===== src/hdl/jdpr_pkg.sv =====
// Package for the joystick dot position block: types, register indexes, constants.
package jdpr_pkg;

   localparam int SampleWidth  = 10;
   localparam int RepeatWidth  = 8;
   localparam int PatternWidth = 8;
   localparam int CsrIdxWidth  = 3;
   localparam int CsrDataWidth = 10;

   typedef enum logic [1:0] {
      MODE_START = 2'd0,
      MODE_WAIT  = 2'd1,
      MODE_LOW   = 2'd2,
      MODE_HIGH  = 2'd3
   } mode_type;

   typedef enum logic [CsrIdxWidth-1:0] {
      CSR_X_LOW    = 3'd0,
      CSR_X_HIGH   = 3'd1,
      CSR_Y_LOW    = 3'd2,
      CSR_Y_HIGH   = 3'd3,
      CSR_X_REPEAT = 3'd4,
      CSR_Y_REPEAT = 3'd5
   } csr_index_type;

   localparam logic [SampleWidth-1:0]  XLowReset    = 10'h203;
   localparam logic [SampleWidth-1:0]  XHighReset   = 10'h20D;
   localparam logic [SampleWidth-1:0]  YLowReset    = 10'd510;
   localparam logic [SampleWidth-1:0]  YHighReset   = 10'd520;
   localparam logic [RepeatWidth-1:0]  RepeatReset  = 8'd2;
   localparam logic [PatternWidth-1:0] ColumnReset  = 8'h80;
   localparam logic [PatternWidth-1:0] RowReset     = 8'h1E;
   localparam logic [PatternWidth-1:0] ColumnLeftEdge  = 8'h80;
   localparam logic [PatternWidth-1:0] ColumnRightEdge = 8'h01;
   localparam logic [PatternWidth-1:0] RowDownEdge  = 8'hEF;
   localparam logic [PatternWidth-1:0] RowUpEdge    = 8'hFE;

   typedef struct packed {
      logic [SampleWidth-1:0] x_sample;
      logic [SampleWidth-1:0] y_sample;
   } req_type;

   typedef struct packed {
      logic [PatternWidth-1:0] column_drive;
      logic [PatternWidth-1:0] row_drive;
   } rsp_type;

   typedef struct packed {
      logic [RepeatWidth-1:0] count;
      logic                   step_low;
      logic                   step_high;
   } axis_act_type;

endpackage


===== src/hdl/joystick_dot_position_repeat.sv =====
// Top level: joystick-driven LED matrix dot position with per-axis auto-repeat.
//
//  channel | ports                          | direction
//  --------+--------------------------------+----------
//  req     | req_valid req_ready req_data   | in
//  rsp     | rsp_valid rsp_ready rsp_data   | out
//  csr     | csr_we csr_index csr_wdata     | in
//
// One transfer per cycle: each sample pair updates both axis machines and
// patterns in the accept cycle; the result sits in the output register.
// req_ready is high while the output register is empty or being drained.
// Reset restores thresholds, repeat counts, modes, counts and patterns.
module joystick_dot_position_repeat (
   input  logic                                  clock,
   input  logic                                  reset,
   input  logic                                  req_valid,
   output logic                                  req_ready,
   input  jdpr_pkg::req_type                     req_data,
   output logic                                  rsp_valid,
   input  logic                                  rsp_ready,
   output jdpr_pkg::rsp_type                     rsp_data,
   input  logic                                  csr_we,
   input  logic [jdpr_pkg::CsrIdxWidth-1:0]      csr_index,
   input  logic [jdpr_pkg::CsrDataWidth-1:0]     csr_wdata
);
   import jdpr_pkg::*;

   logic [SampleWidth-1:0]  x_low_ff, x_high_ff, y_low_ff, y_high_ff;
   logic [RepeatWidth-1:0]  x_rep_ff, y_rep_ff;
   mode_type                x_mode_ff, x_mode_in, y_mode_ff, y_mode_in;
   logic [RepeatWidth-1:0]  x_cnt_ff, y_cnt_ff;
   logic [PatternWidth-1:0] col_ff, col_in, row_ff, row_in;
   logic                    started_ff;
   logic                    rsp_valid_ff;
   rsp_type                 rsp_data_ff, rsp_data_in;
   axis_act_type            x_act, y_act;
   logic                    accept;
   logic                    x_below, x_above, y_below, y_above;

   function automatic mode_type next_mode(mode_type m, logic below, logic above);
      mode_type r;
      r = m;
      unique case (m)
         MODE_START: r = MODE_WAIT;
         MODE_WAIT: begin
            if (below) r = MODE_LOW;
            else if (above) r = MODE_HIGH;
         end
         MODE_LOW:  if (!below) r = MODE_WAIT;
         MODE_HIGH: if (!above) r = MODE_WAIT;
         default:   r = MODE_WAIT;
      endcase
      return r;
   endfunction

   function automatic axis_act_type axis_action(mode_type m, logic below, logic above,
                                                logic [RepeatWidth-1:0] cnt,
                                                logic [RepeatWidth-1:0] rep);
      axis_act_type           a;
      logic [RepeatWidth-1:0] inc;
      inc = cnt + 1'b1;
      a.count = cnt;
      a.step_low = 1'b0;
      a.step_high = 1'b0;
      unique case (m)
         MODE_START: a.count = cnt;
         MODE_WAIT:  if (below || above) a.count = inc;
         MODE_LOW: begin
            if (!below) a.count = '0;
            else if (inc >= rep) begin
               a.count = '0;
               a.step_low = 1'b1;
            end else a.count = inc;
         end
         MODE_HIGH: begin
            if (!above) a.count = '0;
            else if (inc >= rep) begin
               a.count = '0;
               a.step_high = 1'b1;
            end else a.count = inc;
         end
         default: a.count = cnt;
      endcase
      return a;
   endfunction

   assign accept    = req_valid && req_ready;
   assign req_ready = !rsp_valid_ff || rsp_ready;
   assign rsp_valid = rsp_valid_ff;
   assign rsp_data  = rsp_data_ff;

   assign x_below = req_data.x_sample < x_low_ff;
   assign x_above = req_data.x_sample > x_high_ff;
   assign y_below = req_data.y_sample < y_low_ff;
   assign y_above = req_data.y_sample > y_high_ff;

   // next state
   always_comb begin
      x_mode_in = next_mode(x_mode_ff, x_below, x_above);
      y_mode_in = next_mode(y_mode_ff, y_below, y_above);
   end

   // outputs of the axis machines
   always_comb begin
      x_act = axis_action(x_mode_ff, x_below, x_above, x_cnt_ff, x_rep_ff);
      y_act = axis_action(y_mode_ff, y_below, y_above, y_cnt_ff, y_rep_ff);
   end

   always_comb begin
      col_in = col_ff;
      if (x_act.step_low && col_ff != ColumnLeftEdge) col_in = {col_ff[PatternWidth-2:0], 1'b0};
      else if (x_act.step_high && col_ff != ColumnRightEdge)
         col_in = {1'b0, col_ff[PatternWidth-1:1]};
      row_in = row_ff;
      if (y_act.step_low && row_ff != RowDownEdge) row_in = {row_ff[PatternWidth-2:0], 1'b1};
      else if (y_act.step_high && row_ff != RowUpEdge) row_in = {1'b1, row_ff[PatternWidth-1:1]};
      rsp_data_in.column_drive = started_ff ? col_in : '0;
      rsp_data_in.row_drive    = started_ff ? row_in : '0;
   end

   always_ff @(posedge clock) begin
      if (reset) begin
         x_low_ff  <= XLowReset;
         x_high_ff <= XHighReset;
         y_low_ff  <= YLowReset;
         y_high_ff <= YHighReset;
         x_rep_ff  <= RepeatReset;
         y_rep_ff  <= RepeatReset;
      end else if (csr_we) begin
         unique case (csr_index)
            CSR_X_LOW:    x_low_ff  <= csr_wdata[SampleWidth-1:0];
            CSR_X_HIGH:   x_high_ff <= csr_wdata[SampleWidth-1:0];
            CSR_Y_LOW:    y_low_ff  <= csr_wdata[SampleWidth-1:0];
            CSR_Y_HIGH:   y_high_ff <= csr_wdata[SampleWidth-1:0];
            CSR_X_REPEAT: x_rep_ff  <= csr_wdata[RepeatWidth-1:0];
            CSR_Y_REPEAT: y_rep_ff  <= csr_wdata[RepeatWidth-1:0];
            default: ;
         endcase
      end
   end

   always_ff @(posedge clock) begin
      if (reset) begin
         x_mode_ff    <= MODE_START;
         y_mode_ff    <= MODE_START;
         x_cnt_ff     <= '0;
         y_cnt_ff     <= '0;
         col_ff       <= ColumnReset;
         row_ff       <= RowReset;
         started_ff   <= 1'b0;
         rsp_valid_ff <= 1'b0;
      end else begin
         if (accept) begin
            x_mode_ff  <= x_mode_in;
            y_mode_ff  <= y_mode_in;
            x_cnt_ff   <= x_act.count;
            y_cnt_ff   <= y_act.count;
            col_ff     <= col_in;
            row_ff     <= row_in;
            started_ff <= 1'b1;
         end
         if (accept) rsp_valid_ff <= 1'b1;
         else if (rsp_ready) rsp_valid_ff <= 1'b0;
      end
   end

   always_ff @(posedge clock) begin
      if (accept) rsp_data_ff <= rsp_data_in;
   end

endmodule

===== config.mk =====
export PLATFORM = sky130hd
export DESIGN_NAME = joystick_dot_position_repeat
export DESIGN_NICKNAME = d
export VERILOG_FILES = /design/src/hdl/jdpr_pkg.sv /design/src/hdl/joystick_dot_position_repeat.sv
export SDC_FILE = /design/constraint.sdc
export NUM_CORES = 1
export LEC_CHECK = 0
export BUFFER_PORTS_ARGS = -buffer_cell sky130_fd_sc_hd__buf_2
export CAP_MARGIN = 20
export CORE_MARGIN = 4
export CORE_UTILIZATION = 55
export DETAILED_ROUTE_END_ITERATION = 10
export GPL_TIMING_DRIVEN = 0
export HOLD_SLACK_MARGIN = 0.15
export PLACE_DENSITY = 0.82
export SYNTH_ARGS = -nofsm -noshare
export SYNTH_HDL_FRONTEND = slang
export SYNTH_SLANG_ARGS = --single-unit

===== constraint.sdc =====
create_clock -name clock -period 5.3 [get_ports clock]
set_clock_uncertainty 0.1 [all_clocks]
set_input_delay 0 -clock clock [delete_from_list [all_inputs] [get_ports clock]]
set_output_delay 0 -clock clock [all_outputs]
set_load 0.01 [all_outputs]

==> reports/qor.yml, run 1 <==
startpoint_type: "flip-flop"
fin_setup_tns_ps: 0
via_per_inst: 5.89
antenna_found_initial: 0
clockRootBuffer: "clkbuf_8"
row_count: 38
grt_max_degree: 26
path_delay_family: "simple AND/OR/NAND/NOR gates"
globalRouteOverflowTotal: 0
status: "completed"
finalCriticalPeriod_ps: 3570
final_cell_area_um2: 6950
crit_chain: "nand3_1, or2_2, nor2_1, xor2_1, ha_1, and3_1, nand2_1, nor3_1, nor4_1, o21ai_0, nand2_1, a221o_1"
synthCells: 721
clkLatencyLatePin_ps: 390
cp.required_ps: 5490
rsz0062_at_grt: "false"
most-common-layout-cells: "nand2_1 (128), dfxtp_1 (94), inv_1 (68)"
finalSetupViolCount: 0
grt_pass1_vias: 5554
syn_to_final_growth_pct: 14.5
cts_tree: "built"
hpwl_mm: 11.7
crit_buf_inv: 0
multi_input_area_um2: 3310
end_kind: "flip-flop"
core_um2: 10800
synthesis.yosys.warnings: 0
cp_max_fo: 6
fin_nets: 906
drive_above_1_share: 0.120
dieArea_um2: 12800
max_slew_margin: 0.397
worst_pin_slew_ps: 896
vdd_drop_max_v: 0.000236
start_util: 0.560
cp.arrival_ps: 3760
layout.cells.non_filler: 956
path_common_cell: "nand2_1"
fillers: 900
synth_area_um2: 6070
crit_type: "flip-flop to flip-flop"
period_share: 0.674
p_leak_nw: 2.94
fmax_mhz: 280
cts_buffers: 9
fin_hold_ws_ps: 224
htree_levels: 3
synth_fp_nets: 815
cpMaxStageDelayCell: "o21ai_0"
hold_buffers: 25
detail_route.wl_per_cell_um: 16.4
async_flop_share: 0
cellPowerDensity_nw_per_um2: 234
cts.sinks: 110
num_vias: 5633
final_max_slew_viol_count: 0
synth_cell_type_count: 69
post-place-cells: 916
die_x_um: 113
synthFlopType: "dfxtp_1"
placed_cell_area_um2: 6520
io_pins: 56
grt_pass1_wl_mm: 26.2
drt-pass1-iter-count: 6
hold_class: "primary input to flip-flop"
port_buffers: 55
post_cts_buffers: 0
cpPeakStageDelay_ps: 510
ys_seq_area_frac: 0.389
yosys_register_bits: 110
layout.area.seq_um2: 2360
finalWirelength_mm: 15.7
max_cap_violations: 0
place_congestion: 0.940
grt_usage: 0.252
diodes: 0
layout_commonest_cell: "nand2_1"
ant_nets: 0
drc: 0
drt_iter0_drc: 554
final_hold_viol_count: 0
clockBufferDepth: 2
synth_edf_count: 16
die_h_um: 113
total_power_mw: 1.63
clk_pin_slew_worst_paths_ps: 100
syn_area_per_cell_um2: 8.42
cts_resized: 0
[synth_stat cells, types with 2 or more instances]
cell | n | share of area
inv_1 | 68 | 0.042
xnor2_1 | 2 | 0.0029
mux2_2 | 2 | 0.0037
dfxtp_1 | 94 | 0.31
a211oi_2 | 2 | 0.0041
nor2_1 | 30 | 0.019
a221o_1 | 5 | 0.0082
mux2i_1 | 3 | 0.0049
a22o_1 | 8 | 0.012
xor2_1 | 4 | 0.0058
or2_2 | 4 | 0.0041
o21a_1 | 7 | 0.0087
nand2_1 | 128 | 0.079
a311oi_1 | 3 | 0.0043
and3_1 | 8 | 0.0082
nor2b_1 | 3 | 0.0031
o211ai_1 | 20 | 0.025
ha_1 | 56 | 0.12
a22oi_1 | 2 | 0.0025
a211o_1 | 2 | 0.0029
nor4_1 | 4 | 0.0041
nand4_1 | 8 | 0.0082
a211oi_1 | 8 | 0.0099
a21boi_0 | 2 | 0.0025
a2111oi_2 | 2 | 0.0049
and2_1 | 3 | 0.0031
o211a_1 | 4 | 0.0066
buf_2 | 3 | 0.0025
nor3_1 | 14 | 0.012
o31ai_1 | 2 | 0.0025
buf_6 | 4 | 0.0074
nand2b_1 | 11 | 0.011
o32ai_1 | 2 | 0.0029
a21oi_2 | 2 | 0.0029
a21o_1 | 9 | 0.011
a31oi_1 | 5 | 0.0052
or4_1 | 2 | 0.0025
clkbuf_1 | 16 | 0.0099
a221oi_1 | 4 | 0.0058
edfxtp_1 | 16 | 0.079
nand3_1 | 27 | 0.022
a21oi_1 | 62 | 0.051
a32o_1 | 2 | 0.0033
o21ai_0 | 33 | 0.027
[power breakdown]
group	switching [mW]	internal, mW	total (mW)
registers	0.0163	0.872	0.888
logic	0.150	0.0947	0.245
clock network	0.279	0.216	0.495
[through the flow]
step | util | worst slack [ps]
after global placement | 0.602 | 1960
final | 0.641 | 1730
after CTS | 0.641 | 1790
after global routing | 0.641 | 1460
after detailed placement | 0.602 | 1820
after floorplan | - | 2180
[state kept, by name, indices dropped and copies added (netlist names)]
signal      flops
y_rep_ff        8
rsp_valid       1
y_high_ff      10
y_mode_ff       2
x_low_ff       10
col_ff          8
y_low_ff       10
started_ff      1
x_mode_ff       2
row_ff          8
y_cnt_ff        8
rsp_data       16
x_high_ff      10
x_rep_ff        8
x_cnt_ff        8
[kinds of logic after synthesis]
| group | after synthesis | synth area share |
|---|---|---|
| AND/OR/NAND/NOR | 251 | 0.188 |
| AO/OA/AOI/OAI | 199 | 0.225 |
| flip-flops | 110 | 0.389 |
| buffers and inverters | 94 | 0.0651 |
| adder cells (fa/ha/maj) | 56 | 0.115 |
| XOR/XNOR | 6 | 0.00866 |
| multiplexers | 5 | 0.00866 |
[worst min-delay path, cell delays in order]
cell,delay [ps]
buf_2,90
nand2b_1,200
nand2_2,220
a221o_1,170
[metal layers]
metal	part of all wire	vias up	track usage
met5	0	-	0
met4	0.020	0	0.0873
met3	0.067	28	0.0594
met2	0.49	192	0.432
met1	0.43	2672	0.309
li1	-	2741	-
[worst paths after layout]
kind	startpoint	end	slack (ps)	cells past startpoint
worst max-delay path	x_cnt_ff[2]	x_cnt_ff[2]	1730	12
worst min-delay path	rsp_ready	row_ff[1]	220	4
worst max register to register	x_cnt_ff[2]	x_cnt_ff[2]	1730	12
worst min register to register	y_high_ff[4]	y_high_ff[4]	360	2
[area by class of cell]
type / instances / area share
buffer: 26 / 0.0202
clock buffer: 11 / 0.0189
clock inverter: 4 / 0.00702
inverter: 68 / 0.0367
multi-input combinational: 517 / 0.477
sequential: 110 / 0.340
tap: 140 / 0.0252
timing repair buffer: 80 / 0.0756
Power figures use the tool's default switching activity.
==> run 2, diff against run 1 <==
Clock period 5.3 ns to 3.5 ns, I/O delays scaled along.
==> reports/qor.yml, run 2 (synthesized netlist as in run 1, its figures left out) <==
status: "completed"
port_buffers: 55
clk_pin_slew_worst_paths_ps: 100
total_power_mw: 2.47
hold_class: "primary input to flip-flop"
dieArea_um2: 12800
period_share: 0.953
fin_nets: 905
finalWirelength_mm: 15.8
placed_cell_area_um2: 6520
detail_route.wl_per_cell_um: 16.5
cts_buffers: 9
max_slew_margin: 0.380
fmax_mhz: 300
fillers: 898
diodes: 0
startpoint_type: "flip-flop"
cts.sinks: 110
grt_max_degree: 26
setup_ws_ps: 163
cellPowerDensity_nw_per_um2: 354
num_vias: 5664
die_h_um: 113
final_hold_viol_count: 0
layout_commonest_cell: "nand2_1"
grt_pass1_vias: 5554
row_count: 38
place_congestion: 0.940
vdd_drop_max_v: 0.000358
cts_tree: "built"
pre_cts_ws_ps: 21.6
p_leak_nw: 2.93
clkLatencyLatePin_ps: 390
rsz0062_at_grt: "false"
drt_iter0_drc: 455
largest_reg_flops: 16
ant_nets: 0
clockBufferDepth: 2
htree_levels: 3
cp_max_fo: 10
worst_pin_slew_ps: 921
drive_above_1_share: 0.130
antenna_found_initial: 0
via_per_inst: 5.93
max_cap_violations: 0
cp.required_ps: 3530
io_pins: 56
finalCriticalPeriod_ps: 3340
final_cell_area_um2: 6980
grt_usage: 0.252
finalSetupViolCount: 0
final_util: 0.644
crit_type: "flip-flop to flip-flop"
most-common-layout-cells: "nand2_1 (128), dfxtp_1 (91), inv_1 (68)"
start_util: 0.560
core_um2: 10800
hpwl_mm: 11.7
grt_pass1_wl_mm: 26.2
syn_to_final_growth_pct: 14.9
post_cts_buffers: 0
drt-pass1-iter-count: 6
fin_setup_tns_ps: 0
clockRootBuffer: "clkbuf_8"
die_x_um: 113
end_kind: "flip-flop"
cp.arrival_ps: 3370
final_max_slew_viol_count: 0
drc: 0
globalRouteOverflowTotal: 0
[run 2: power by group]
part           internal (mW)  switching [mW]  total, mW
clock network          0.327           0.424      0.751
logic                  0.144           0.228      0.371
registers               1.32          0.0251       1.35
total                   1.79           0.676       2.47
[run 2: routing by layer]
metal | track usage | vias up | share of wire
met5 | 0 | - | 0
met2 | 0.432 | 193 | 0.49
met3 | 0.0594 | 38 | 0.066
met4 | 0.0873 | 0 | 0.024
met1 | 0.309 | 2689 | 0.42
li1 | - | 2744 | -
[run 2: area by class of cell]
cell class	count	area, µm²	area share
tap	140	175	0.0251
multi-input combinational	517	3340	0.478
sequential	110	2370	0.339
inverter	68	255	0.0366
clock buffer	11	131	0.0188
buffer	25	135	0.0194
clock inverter	4	48.8	0.00699
timing repair buffer	80	526	0.0753
[run 2: final timing paths]
check,start,cells past startpoint,to,slack (ps)
worst max register to register,x_cnt_ff[2],12,rsp_data[10],160
worst max-delay path,x_cnt_ff[2],12,rsp_data[10],160
worst min-delay path,rsp_ready,4,row_ff[1],230
worst min register to register,y_high_ff[4],2,y_high_ff[4],360
[run 2: critical path: stages (launching register included)]
cell and delay [ps]:
dfxtp_4 380, nand3_2 110, or2_2 330, nor2_2 120, xor2_1 210, ha_1 280, and3_1 180, a221o_1 370
o21a_1 210, buf_6 140, and3_2 250, a311oi_2 310, nor2_1 80
[run 2: stage by stage]
stage | cells | hold slack, ps
after global placement | 916 | 154
after floorplan | 721 | 24.0
after detailed placement | 916 | 184
after CTS | 956 | 230
after global routing | 955 | 256
final | 955 | 226
[run 2: what timing repair did]
item	in CTS	in global routing
pin swaps	0	4
resized for setup	1	10
setup endpoints to repair	1	12
endpoints found under the hold margin	76	0
hold buffers	25	0
